$ cat src/hw/rtl/sdrr_pkg.sv
// Shared types, constants and the glyph table of the segment rectangle renderer.
package sdrr_pkg;

    localparam int SEGMENT_COUNT = 9;
    localparam int QUEUE_DEPTH   = 2;
    localparam int QUEUE_PTR_W   = $clog2(QUEUE_DEPTH);
    localparam int QUEUE_CNT_W   = $clog2(QUEUE_DEPTH + 1);

    // Register indexes on the configuration port (word address bit 2).
    localparam logic REG_DIGIT_WIDTH  = 1'b0;
    localparam logic REG_DIGIT_HEIGHT = 1'b1;

    localparam logic [9:0] WIDTH_MIN    = 10'd4;
    localparam logic [9:0] HEIGHT_MIN   = 10'd3;
    localparam logic [9:0] WIDTH_RESET  = 10'd32;
    localparam logic [9:0] HEIGHT_RESET = 10'd48;

    // Segment numbers.
    localparam logic [3:0] SEG_UPPER_LEFT  = 4'd0;
    localparam logic [3:0] SEG_TOP         = 4'd1;
    localparam logic [3:0] SEG_UPPER_RIGHT = 4'd2;
    localparam logic [3:0] SEG_MIDDLE      = 4'd3;
    localparam logic [3:0] SEG_LOWER_RIGHT = 4'd4;
    localparam logic [3:0] SEG_LOWER_LEFT  = 4'd5;
    localparam logic [3:0] SEG_BOTTOM      = 4'd6;
    localparam logic [3:0] SEG_UPPER_DOT   = 4'd7;
    localparam logic [3:0] SEG_LOWER_DOT   = 4'd8;

    typedef logic [SEGMENT_COUNT-1:0] t_mask;
    typedef logic [10:0]              t_coord;

    typedef struct packed {
        logic [3:0]  new_glyph;
        logic [3:0]  old_glyph;
        logic [11:0] x_offset;
        logic [11:0] y_offset;
    } t_in_item;

    typedef struct packed {
        logic [12:0] rect_left;
        logic [12:0] rect_top;
        logic [12:0] rect_right;
        logic [12:0] rect_bottom;
        logic        lit;
        logic [3:0]  segment_index;
        logic        last;
    } t_out_item;

    // One classified request waiting for the drawing side.
    typedef struct packed {
        t_mask       diff;
        t_mask       new_mask;
        logic [11:0] x_offset;
        logic [11:0] y_offset;
    } t_job;

    // Segment edges inside the cell; right and bottom edges are exclusive.
    typedef struct packed {
        t_coord cb;
        t_coord cc;
        t_coord cd;
        t_coord rf;
        t_coord rg;
        t_coord rh;
        t_coord ri;
        t_coord rj;
        t_coord dk;
        t_coord dl;
        t_coord dm;
        t_coord dn;
        t_coord dq;
        t_coord dp;
    } t_geom;

    function automatic t_mask glyph_mask(input logic [3:0] glyph);
        t_mask m;
        unique case (glyph)
            4'd0:    m = 9'b001110111;
            4'd1:    m = 9'b000010100;
            4'd2:    m = 9'b001101110;
            4'd3:    m = 9'b001011110;
            4'd4:    m = 9'b000011101;
            4'd5:    m = 9'b001011011;
            4'd6:    m = 9'b001111001;
            4'd7:    m = 9'b000010110;
            4'd8:    m = 9'b001111111;
            4'd9:    m = 9'b000011111;
            4'd10:   m = 9'b110000000;
            default: m = '0;
        endcase
        return m;
    endfunction

endpackage

$ cat src/hw/rtl/sdrr_front.sv
// Front end: takes requests, looks up both glyph masks and queues changed segments.
module sdrr_front (
    input  logic              i_clk,
    input  logic              i_rst_n,
    input  logic              i_valid,
    output logic              o_stall,
    input  sdrr_pkg::t_in_item i_item,
    input  logic              i_full,
    output logic              o_push,
    output sdrr_pkg::t_job    o_job
);

    logic           r_valid;
    sdrr_pkg::t_job r_job;
    logic           n_valid;
    sdrr_pkg::t_job n_job;
    sdrr_pkg::t_mask new_mask;
    sdrr_pkg::t_mask old_mask;
    logic           accept;

    assign new_mask = sdrr_pkg::glyph_mask(i_item.new_glyph);
    assign old_mask = sdrr_pkg::glyph_mask(i_item.old_glyph);

    assign o_stall = r_valid && i_full;
    assign accept  = i_valid && !o_stall;
    assign o_push  = r_valid && !i_full;
    assign o_job   = r_job;

    always_comb begin
        n_valid = r_valid;
        n_job   = r_job;
        if (o_push) begin
            n_valid = 1'b0;
        end
        if (accept) begin
            // A request that changes no segment is dropped here.
            n_valid          = (new_mask ^ old_mask) != '0;
            n_job.diff       = new_mask ^ old_mask;
            n_job.new_mask   = new_mask;
            n_job.x_offset   = i_item.x_offset;
            n_job.y_offset   = i_item.y_offset;
        end
    end

    always_ff @(posedge i_clk) begin
        if (!i_rst_n) begin
            r_valid <= 1'b0;
        end else begin
            r_valid <= n_valid;
        end
        r_job <= n_job;
    end

endmodule

$ cat src/hw/rtl/sdrr_queue.sv
// Short request queue between the front end and the drawing side.
module sdrr_queue (
    input  logic           i_clk,
    input  logic           i_rst_n,
    input  logic           i_push,
    input  sdrr_pkg::t_job i_job,
    output logic           o_full,
    input  logic           i_pop,
    output logic           o_empty,
    output sdrr_pkg::t_job o_job
);

    sdrr_pkg::t_job                      r_mem [sdrr_pkg::QUEUE_DEPTH];
    logic [sdrr_pkg::QUEUE_PTR_W-1:0]    r_wr_ptr;
    logic [sdrr_pkg::QUEUE_PTR_W-1:0]    r_rd_ptr;
    logic [sdrr_pkg::QUEUE_CNT_W-1:0]    r_count;
    logic [sdrr_pkg::QUEUE_CNT_W-1:0]    n_count;

    assign o_full  = r_count == sdrr_pkg::QUEUE_CNT_W'(sdrr_pkg::QUEUE_DEPTH);
    assign o_empty = r_count == '0;
    assign o_job   = r_mem[r_rd_ptr];

    always_comb begin
        n_count = r_count;
        if (i_push && !i_pop) begin
            n_count = r_count + 1'b1;
        end else if (i_pop && !i_push) begin
            n_count = r_count - 1'b1;
        end
    end

    always_ff @(posedge i_clk) begin
        if (!i_rst_n) begin
            r_wr_ptr <= '0;
            r_rd_ptr <= '0;
            r_count  <= '0;
        end else begin
            if (i_push) begin
                r_wr_ptr <= sdrr_pkg::QUEUE_PTR_W'(r_wr_ptr + 1'b1);
            end
            if (i_pop) begin
                r_rd_ptr <= sdrr_pkg::QUEUE_PTR_W'(r_rd_ptr + 1'b1);
            end
            r_count <= n_count;
        end
        if (i_push) begin
            r_mem[r_wr_ptr] <= i_job;
        end
    end

endmodule

$ cat src/hw/rtl/sdrr_geom.sv
// Two-stage derivation of the segment edges from the configured cell size.
module sdrr_geom (
    input  logic            i_clk,
    input  logic [9:0]      i_digit_width,
    input  logic [9:0]      i_digit_height,
    output sdrr_pkg::t_geom o_geom
);

    sdrr_pkg::t_coord r_wd;
    sdrr_pkg::t_coord r_ht;
    sdrr_pkg::t_coord r_sw;
    sdrr_pkg::t_coord r_sh;
    sdrr_pkg::t_coord r_sh3;
    sdrr_pkg::t_geom  r_geom;

    logic [9:0]       wd;
    logic [9:0]       ht;
    logic [6:0]       sw;
    logic [5:0]       sh;
    sdrr_pkg::t_coord lu;
    sdrr_pkg::t_coord rg;
    sdrr_pkg::t_coord rh;
    sdrr_pkg::t_coord hs;
    sdrr_pkg::t_coord ws;
    sdrr_pkg::t_coord wm;
    sdrr_pkg::t_coord hm;
    sdrr_pkg::t_coord lm;
    sdrr_pkg::t_geom  n_geom;

    // Stage one: clamp the cell size, then stroke width and height.
    always_comb begin
        wd = (i_digit_width < sdrr_pkg::WIDTH_MIN) ? sdrr_pkg::WIDTH_MIN : i_digit_width;
        ht = (i_digit_height < sdrr_pkg::HEIGHT_MIN) ? sdrr_pkg::HEIGHT_MIN : i_digit_height;
        sw = (wd[9:3] > 7'd2) ? wd[9:3] : 7'd2;
        sh = (ht[9:4] > 6'd1) ? ht[9:4] : 6'd1;
    end

    // Stage two: edges of the bars and the colon dots.
    always_comb begin
        lu = (r_ht - r_sh3) >> 1;
        rg = r_sh + lu;
        rh = rg + r_sh;
        hs = (r_sh + 11'd1) >> 1;
        ws = (r_sw + 11'd1) >> 1;
        wm = (r_wd + 11'd1) >> 1;
        hm = (rh + 11'd1) >> 1;
        lm = (r_ht - rg + 11'd1) >> 1;

        n_geom.cb = r_sw;
        n_geom.cc = r_wd - r_sw;
        n_geom.cd = r_wd;
        n_geom.rf = r_sh;
        n_geom.rg = rg;
        n_geom.rh = rh;
        n_geom.ri = r_ht - r_sh;
        n_geom.rj = r_ht;
        n_geom.dk = wm - ws;
        n_geom.dl = wm + ws;
        n_geom.dm = hm - hs;
        n_geom.dn = hm + hs;
        n_geom.dq = lm - hs + rg;
        n_geom.dp = lm + hs + rg;
    end

    always_ff @(posedge i_clk) begin
        r_wd   <= {1'b0, wd};
        r_ht   <= {1'b0, ht};
        r_sw   <= {4'b0, sw};
        r_sh   <= {5'b0, sh};
        r_sh3  <= {5'b0, sh} + {4'b0, sh, 1'b0};
        r_geom <= n_geom;
    end

    assign o_geom = r_geom;

endmodule

$ cat src/hw/rtl/sdrr_back.sv
// Drawing side: walks the changed segments of one request, one rectangle per cycle while the output is not stalled.
module sdrr_back (
    input  logic               i_clk,
    input  logic               i_rst_n,
    input  sdrr_pkg::t_geom    i_geom,
    input  logic               i_empty,
    input  sdrr_pkg::t_job     i_job,
    output logic               o_pop,
    output logic               o_valid,
    input  logic               i_stall,
    output sdrr_pkg::t_out_item o_item
);

    logic                r_busy;
    sdrr_pkg::t_job      r_job;
    logic                r_out_valid;
    sdrr_pkg::t_out_item r_out;

    logic                n_busy;
    sdrr_pkg::t_job      n_job;
    logic                can_load;
    logic                emit;
    logic                last;
    logic [3:0]          seg;
    sdrr_pkg::t_mask     rest;
    sdrr_pkg::t_coord    x0;
    sdrr_pkg::t_coord    y0;
    sdrr_pkg::t_coord    x1;
    sdrr_pkg::t_coord    y1;
    sdrr_pkg::t_out_item n_out;

    // Lowest remaining segment goes first.
    always_comb begin
        seg = '0;
        for (int i = sdrr_pkg::SEGMENT_COUNT - 1; i >= 0; i--) begin
            if (r_job.diff[i]) begin
                seg = 4'(i);
            end
        end
    end

    assign rest     = r_job.diff & (r_job.diff - 1'b1);
    assign last     = rest == '0;
    assign can_load = !r_out_valid || !i_stall;
    assign emit     = r_busy && can_load;
    assign o_pop    = !i_empty && (!r_busy || (emit && last));

    always_comb begin
        unique case (seg)
            sdrr_pkg::SEG_UPPER_LEFT: begin
                x0 = '0;          y0 = i_geom.rf; x1 = i_geom.cb; y1 = i_geom.rg;
            end
            sdrr_pkg::SEG_TOP: begin
                x0 = i_geom.cb;   y0 = '0;        x1 = i_geom.cc; y1 = i_geom.rf;
            end
            sdrr_pkg::SEG_UPPER_RIGHT: begin
                x0 = i_geom.cc;   y0 = i_geom.rf; x1 = i_geom.cd; y1 = i_geom.rg;
            end
            sdrr_pkg::SEG_MIDDLE: begin
                x0 = i_geom.cb;   y0 = i_geom.rg; x1 = i_geom.cc; y1 = i_geom.rh;
            end
            sdrr_pkg::SEG_LOWER_RIGHT: begin
                x0 = i_geom.cc;   y0 = i_geom.rh; x1 = i_geom.cd; y1 = i_geom.ri;
            end
            sdrr_pkg::SEG_LOWER_LEFT: begin
                x0 = '0;          y0 = i_geom.rh; x1 = i_geom.cb; y1 = i_geom.ri;
            end
            sdrr_pkg::SEG_BOTTOM: begin
                x0 = i_geom.cb;   y0 = i_geom.ri; x1 = i_geom.cc; y1 = i_geom.rj;
            end
            sdrr_pkg::SEG_UPPER_DOT: begin
                x0 = i_geom.dk;   y0 = i_geom.dm; x1 = i_geom.dl; y1 = i_geom.dn;
            end
            default: begin
                x0 = i_geom.dk;   y0 = i_geom.dq; x1 = i_geom.dl; y1 = i_geom.dp;
            end
        endcase
    end

    always_comb begin
        // Coordinates wrap at thirteen bits; right and bottom become inclusive.
        n_out.rect_left     = {1'b0, r_job.x_offset} + {2'b0, x0};
        n_out.rect_top      = {1'b0, r_job.y_offset} + {2'b0, y0};
        n_out.rect_right    = {1'b0, r_job.x_offset} + {2'b0, x1} - 13'd1;
        n_out.rect_bottom   = {1'b0, r_job.y_offset} + {2'b0, y1} - 13'd1;
        n_out.lit           = r_job.new_mask[seg];
        n_out.segment_index = seg;
        n_out.last          = last;
    end

    always_comb begin
        n_busy = r_busy;
        n_job  = r_job;
        if (emit) begin
            n_busy     = !last;
            n_job.diff = rest;
        end
        if (o_pop) begin
            n_busy = 1'b1;
            n_job  = i_job;
        end
    end

    always_ff @(posedge i_clk) begin
        if (!i_rst_n) begin
            r_busy      <= 1'b0;
            r_out_valid <= 1'b0;
        end else begin
            r_busy <= n_busy;
            if (can_load) begin
                r_out_valid <= r_busy;
            end
        end
        r_job <= n_job;
        if (emit) begin
            r_out <= n_out;
        end
    end

    assign o_valid = r_out_valid;
    assign o_item  = r_out;

endmodule

$ cat src/hw/rtl/segment_digit_rect_renderer.sv
// Top level of the segment rectangle renderer: register port, front end, queue and drawing side.
// A request passes the front-end register, the queue, the drawing-side job register and the output register.
// One rectangle per cycle while the output is not stalled, one for each changed segment of a request
// (one to nine), from the single rectangle generator of the drawing side.
// A request that changes no segment is dropped in the front end and produces nothing.
// Reset clears the pipeline and loads 32 by 48 as the cell size; geometry settles through its registered stages.
module segment_digit_rect_renderer (
    input  logic                i_clk,
    input  logic                i_rst_n,
    input  logic                i_in_valid,
    output logic                o_in_stall,
    input  sdrr_pkg::t_in_item  i_in_item,
    output logic                o_out_valid,
    input  logic                i_out_stall,
    output sdrr_pkg::t_out_item o_out_item,
    input  logic                psel,
    input  logic                penable,
    input  logic                pwrite,
    input  logic [2:0]          paddr,
    input  logic [31:0]         pwdata,
    output logic [31:0]         prdata,
    output logic                pready
);

    logic [9:0]      r_digit_width;
    logic [9:0]      r_digit_height;
    logic            cfg_write;
    logic            push;
    logic            pop;
    logic            q_full;
    logic            q_empty;
    sdrr_pkg::t_job  front_job;
    sdrr_pkg::t_job  head_job;
    sdrr_pkg::t_geom geom;

    assign pready    = 1'b1;
    assign cfg_write = psel && penable && pwrite && pready;
    assign prdata    = (paddr[2] == sdrr_pkg::REG_DIGIT_HEIGHT) ? {22'b0, r_digit_height}
                                                                : {22'b0, r_digit_width};

    always_ff @(posedge i_clk) begin
        if (!i_rst_n) begin
            r_digit_width  <= sdrr_pkg::WIDTH_RESET;
            r_digit_height <= sdrr_pkg::HEIGHT_RESET;
        end else if (cfg_write) begin
            if (paddr[2] == sdrr_pkg::REG_DIGIT_WIDTH) begin
                r_digit_width <= pwdata[9:0];
            end else begin
                r_digit_height <= pwdata[9:0];
            end
        end
    end

    sdrr_geom u_geom (
        .i_clk          (i_clk),
        .i_digit_width  (r_digit_width),
        .i_digit_height (r_digit_height),
        .o_geom         (geom)
    );

    sdrr_front u_front (
        .i_clk   (i_clk),
        .i_rst_n (i_rst_n),
        .i_valid (i_in_valid),
        .o_stall (o_in_stall),
        .i_item  (i_in_item),
        .i_full  (q_full),
        .o_push  (push),
        .o_job   (front_job)
    );

    sdrr_queue u_queue (
        .i_clk   (i_clk),
        .i_rst_n (i_rst_n),
        .i_push  (push),
        .i_job   (front_job),
        .o_full  (q_full),
        .i_pop   (pop),
        .o_empty (q_empty),
        .o_job   (head_job)
    );

    sdrr_back u_back (
        .i_clk   (i_clk),
        .i_rst_n (i_rst_n),
        .i_geom  (geom),
        .i_empty (q_empty),
        .i_job   (head_job),
        .o_pop   (pop),
        .o_valid (o_out_valid),
        .i_stall (i_out_stall),
        .o_item  (o_out_item)
    );

    a_no_overflow: assert property (@(posedge i_clk) disable iff (!i_rst_n)
        push |-> !q_full)
        else $error("request pushed into a full queue");

    a_segment_range: assert property (@(posedge i_clk) disable iff (!i_rst_n)
        o_out_valid |-> o_out_item.segment_index < 4'(sdrr_pkg::SEGMENT_COUNT))
        else $error("segment index out of range");

    a_burst_continues: assert property (@(posedge i_clk) disable iff (!i_rst_n)
        (o_out_valid && !i_out_stall && !o_out_item.last) |=> o_out_valid)
        else $error("rectangle burst broken before its last rectangle");

    a_burst_ascends: assert property (@(posedge i_clk) disable iff (!i_rst_n)
        (o_out_valid && !i_out_stall && !o_out_item.last)
            |=> o_out_item.segment_index > $past(o_out_item.segment_index))
        else $error("segments of one request not in ascending order");

endmodule
$ cat config.mk
export PLATFORM = sky130hd
export DESIGN_NAME = segment_digit_rect_renderer
export DESIGN_NICKNAME = d
export VERILOG_FILES = /design/src/hw/rtl/sdrr_pkg.sv /design/src/hw/rtl/sdrr_front.sv /design/src/hw/rtl/sdrr_queue.sv /design/src/hw/rtl/sdrr_geom.sv /design/src/hw/rtl/sdrr_back.sv /design/src/hw/rtl/segment_digit_rect_renderer.sv
export SDC_FILE = /design/constraint.sdc
export NUM_CORES = 1
export LEC_CHECK = 0
export CORE_AREA = 3 3 225 227
export DETAILED_ROUTE_END_ITERATION = 7
export DIE_AREA = 0 0 228 230
export DONT_BUFFER_PORTS = 1
export GPL_TIMING_DRIVEN = 0
export MAX_ROUTING_LAYER = met4
export PLACE_DENSITY = 0.58
export SLEW_MARGIN = 20
export SYNTH_ARGS = -nofsm -noshare
export SYNTH_HDL_FRONTEND = slang
export SYNTH_SLANG_ARGS = --single-unit
$ cat constraint.sdc
create_clock -name i_clk -period 14.14 [get_ports i_clk]
set_input_delay 3.535 -clock i_clk [delete_from_list [all_inputs] [get_ports i_clk]]
set_output_delay 3.535 -clock i_clk [all_outputs]
set_load 0.005 [all_outputs]
==> results by group <==
Outcome
  – Status: complete, no violations

Worst setup path
  – Crit start category: primary input
  – CP delay by family, top: buffers and inverters
  – Arr. time, crit path: 4410 ps
  – CP Class: in -> out
  – Req. time, crit path: 10600 ps
  – Crit end category: output pin
  – Slowest-stage cell, CP: buf_1
  – Number of buffers and inverters on the critical path: 1
  – CP max stage delay: 440 ps
  – Crit-path max FO: 10
  – CP cell instances: buf_1 > mux2_2

Drt
  – Wire per inst: 17.7 um
  – Drt pass-1 iters: 5
  – Vias: 14000
  – Via/cell ratio: 5.05
  – Residual DRC: 0
  – Starting DRC count in detailed routing: 969
  – Routed Antenna Nets: 0
  – WL final: 49200 um

Clock tree
  – H-Tree Depth: 2
  – Clk buf depth: 3
  – CTS tree: built
  – # resized after CTS: 0
  – Clk slew on worst S/H paths: 60 ps
  – CTS Root Cell: clkbuf_16
  – Clk Latency, worst-skew pair: 570 ps
  – Clock sinks: 427
  – Setup bufs post-CTS: 0
  – CTS Buf Count: 47
  – Hold buffer count at cts: 0

Finish
  – Final Non-Filler Cells: 2773
  – Layout cells sized above 1: 0.0844
  – Layout area overhead: 11.9%
  – Fillcell total: 4469
  – Nets: 2367
  – Inserted Diodes: 0

Pwr
  – Pwr Density: 241 nW/um2
  – Lkg Pwr: 0.0102 uW
  – Maximum vdd drop: 0.000103 V

STA
  – RSZ-0062 raised after global routing: false
  – Max-slew violations: 0
  – Final worst-path cycle share: 0.562
  – Minimum clock period: 7950 ps
  – Clock Skew: 15.5 ps
  – Final hold violations: 0
  – Worst rel slew slack: 0.386
  – Setup violators final: 0
  – Setup TNS: 0 ps
  – Tightest Pin Transition: 921 ps
  – Max Clk Rate: 0.126 GHz
  – Hold_ws: 370 ps

Placement
  – Detailed placement HPWL: 38000 um
  – # port buffers: 0
  – Placer congestion estimate: 0.887
  – DP Cell Count: 2688

Synthesis
  – Mapped cell area: 21800 um2
  – Synth top area share: 0.302
  – Register bit count reported by yosys: 427
  – Mean Syn Cell Area: 10.9 um2
  – Synth top area cells: edfxtp_1 (30%), dfxtp_1 (19%), ha_1 (11%)
  – Ys Warns: 0
  – Post-synth top flop: edfxtp_1
  – Post-synthesis cell count: 1996
  – Register area share after synthesis: 0.493
  – Distinct cells, synth: 86
  – Number of synthesized flops with an enable pin: 219
  – Leading area contributor after synthesis: edfxtp_1
  – FFs w/ async S/R, synth: 0

Floorplanning
  – Die Wd: 228 um
  – Die Y: 230 um
  – Initial Utilization: 0.446
  – Io pins: 167
  – Core area: 48800 um2
  – Row cnt: 81
  – Die area: 52400 um2

Job
  – Max Cap Viol: 0

Global routing
  – Vias in the first global route: 14100
  – Largest net degree at the start of global routing: 28
  – Total global-route track usage: 0.191
  – Gr ovfl total: 0
  – Initial antenna violation count: 0
  – Wire length of the first global-routing pass: 77000 um

Hold path
  – Tightest Hold Check Type: reg -> reg
==> through the flow <==
stage	power (uW)	cell area, um2	worst slack (ps)	utilization
6_report	5870	24400	6190	0.499
5_1_grt	6340	24400	6140	0.499
3_5_place_dp	4690	22900	6160	0.468
4_1_cts	5940	24400	6180	0.499
2_1_floorplan	3920	21900	6370	-
3_3_place_gp	4620	22700	5770	0.465
==> kinds of logic (layout without fill, tap and decap cells) <==
logic type               count (synthesis)  after routing  synth area share
AO/OA/AOI/OAI                          395            395             0.124
XOR/XNOR                               173            173            0.0717
adder cells (fa/ha/maj)                220            220             0.136
buffers and inverters                  334            425            0.0619
flip-flops                             427            427             0.493
multiplexers                            58             58            0.0295
other                                    2             24          0.000345
AND/OR/NAND/NOR                        387            387            0.0834
==> synth_stat cells, types with 28 or more instances <==
master    number
a21o_1        30
a21oi_1       90
clkbuf_1      65
dfxtp_1      208
edfxtp_1     219
fa_1          28
ha_1         192
inv_1        235
mux2_2        45
nand2_1      118
nand3_1       33
nor2_1       119
o21ai_0       85
o21bai_1      34
xnor2_1      116
xor2_1        53
==> registers in the layout, indices dropped and copies added, names as in the netlist, 2 cells and up, named ones only <==
| name | cells |
|---|---|
| u_queue.r_count | 2 |
| u_back.o_item | 58 |
| u_geom.o_geom | 140 |
| u_queue.r_mem | 80 |
| r_digit_width | 10 |
| u_geom.r_sh | 6 |
| u_front.o_job | 40 |
| u_back.r_job | 41 |
| u_geom.r_sh3 | 7 |
| u_geom.r_wd | 10 |
| u_geom.r_sw | 7 |
| u_geom.r_ht | 10 |
| r_digit_height | 10 |
==> cells in the final DEF, fill, tap and decap left out, types with 8 or more instances in the layout <==
cell	count
nor3_1	15
nand3b_1	8
a221o_1	12
nor2_1	118
nand2_1	118
nor4_1	9
mux2_2	45
buf_4	23
conb_1	24
o21a_1	9
and3_1	8
nor2b_1	17
o21ai_0	85
a21boi_0	27
clkbuf_16	49
a222oi_1	18
xnor2_1	116
a31oi_1	9
nand3_1	33
xor2_1	53
mux2i_1	11
edfxtp_1	219
a22oi_1	10
clkbuf_1	79
ha_1	192
o21bai_1	34
a21oi_1	90
a21o_1	30
fa_1	28
a221oi_1	18
nand2b_1	23
dfxtp_1	208
inv_1	235
==> final timing paths <==
path / from / end / slack, ps / cells after the start
hold reg to reg: u_geom.r_wd[8] / u_geom.o_geom[129] / 370 / 0
setup reg to reg: u_geom.r_sh[0] / u_geom.o_geom[21] / 7410 / 28
setup / recovery: paddr[2] / prdata[0] / 6190 / 2
hold / removal: u_geom.r_wd[8] / u_geom.o_geom[129] / 370 / 0
==> metal layers <==
layer  track usage  share of wire
met5             -              0
met4        0.0655          0.029
met3        0.0292          0.040
met2         0.316           0.49
met1         0.240           0.44
==> report_power, final <==
group	internal, uW	leakage [uW]	total, uW	switching, uW
sequential	1770	0.00377	1930	159
combinational	1120	0.00564	2730	1600
clock	717	0.000742	1210	494
==> area by class of cell <==
| type | count | area (um2) | area share |
|---|---|---|---|
| flip-flops and latches | 427 | 10700 | 0.441 |
| multi-input cells | 1257 | 9800 | 0.402 |
| clock buffers | 69 | 1350 | 0.0554 |
| inverters | 237 | 890 | 0.0365 |
| well taps | 664 | 831 | 0.0341 |
| plain buffers | 97 | 460 | 0.0189 |
| clock inverters | 16 | 169 | 0.00693 |
| repair buffers | 6 | 135 | 0.00554 |
Power figures use the tool's default switching activity.
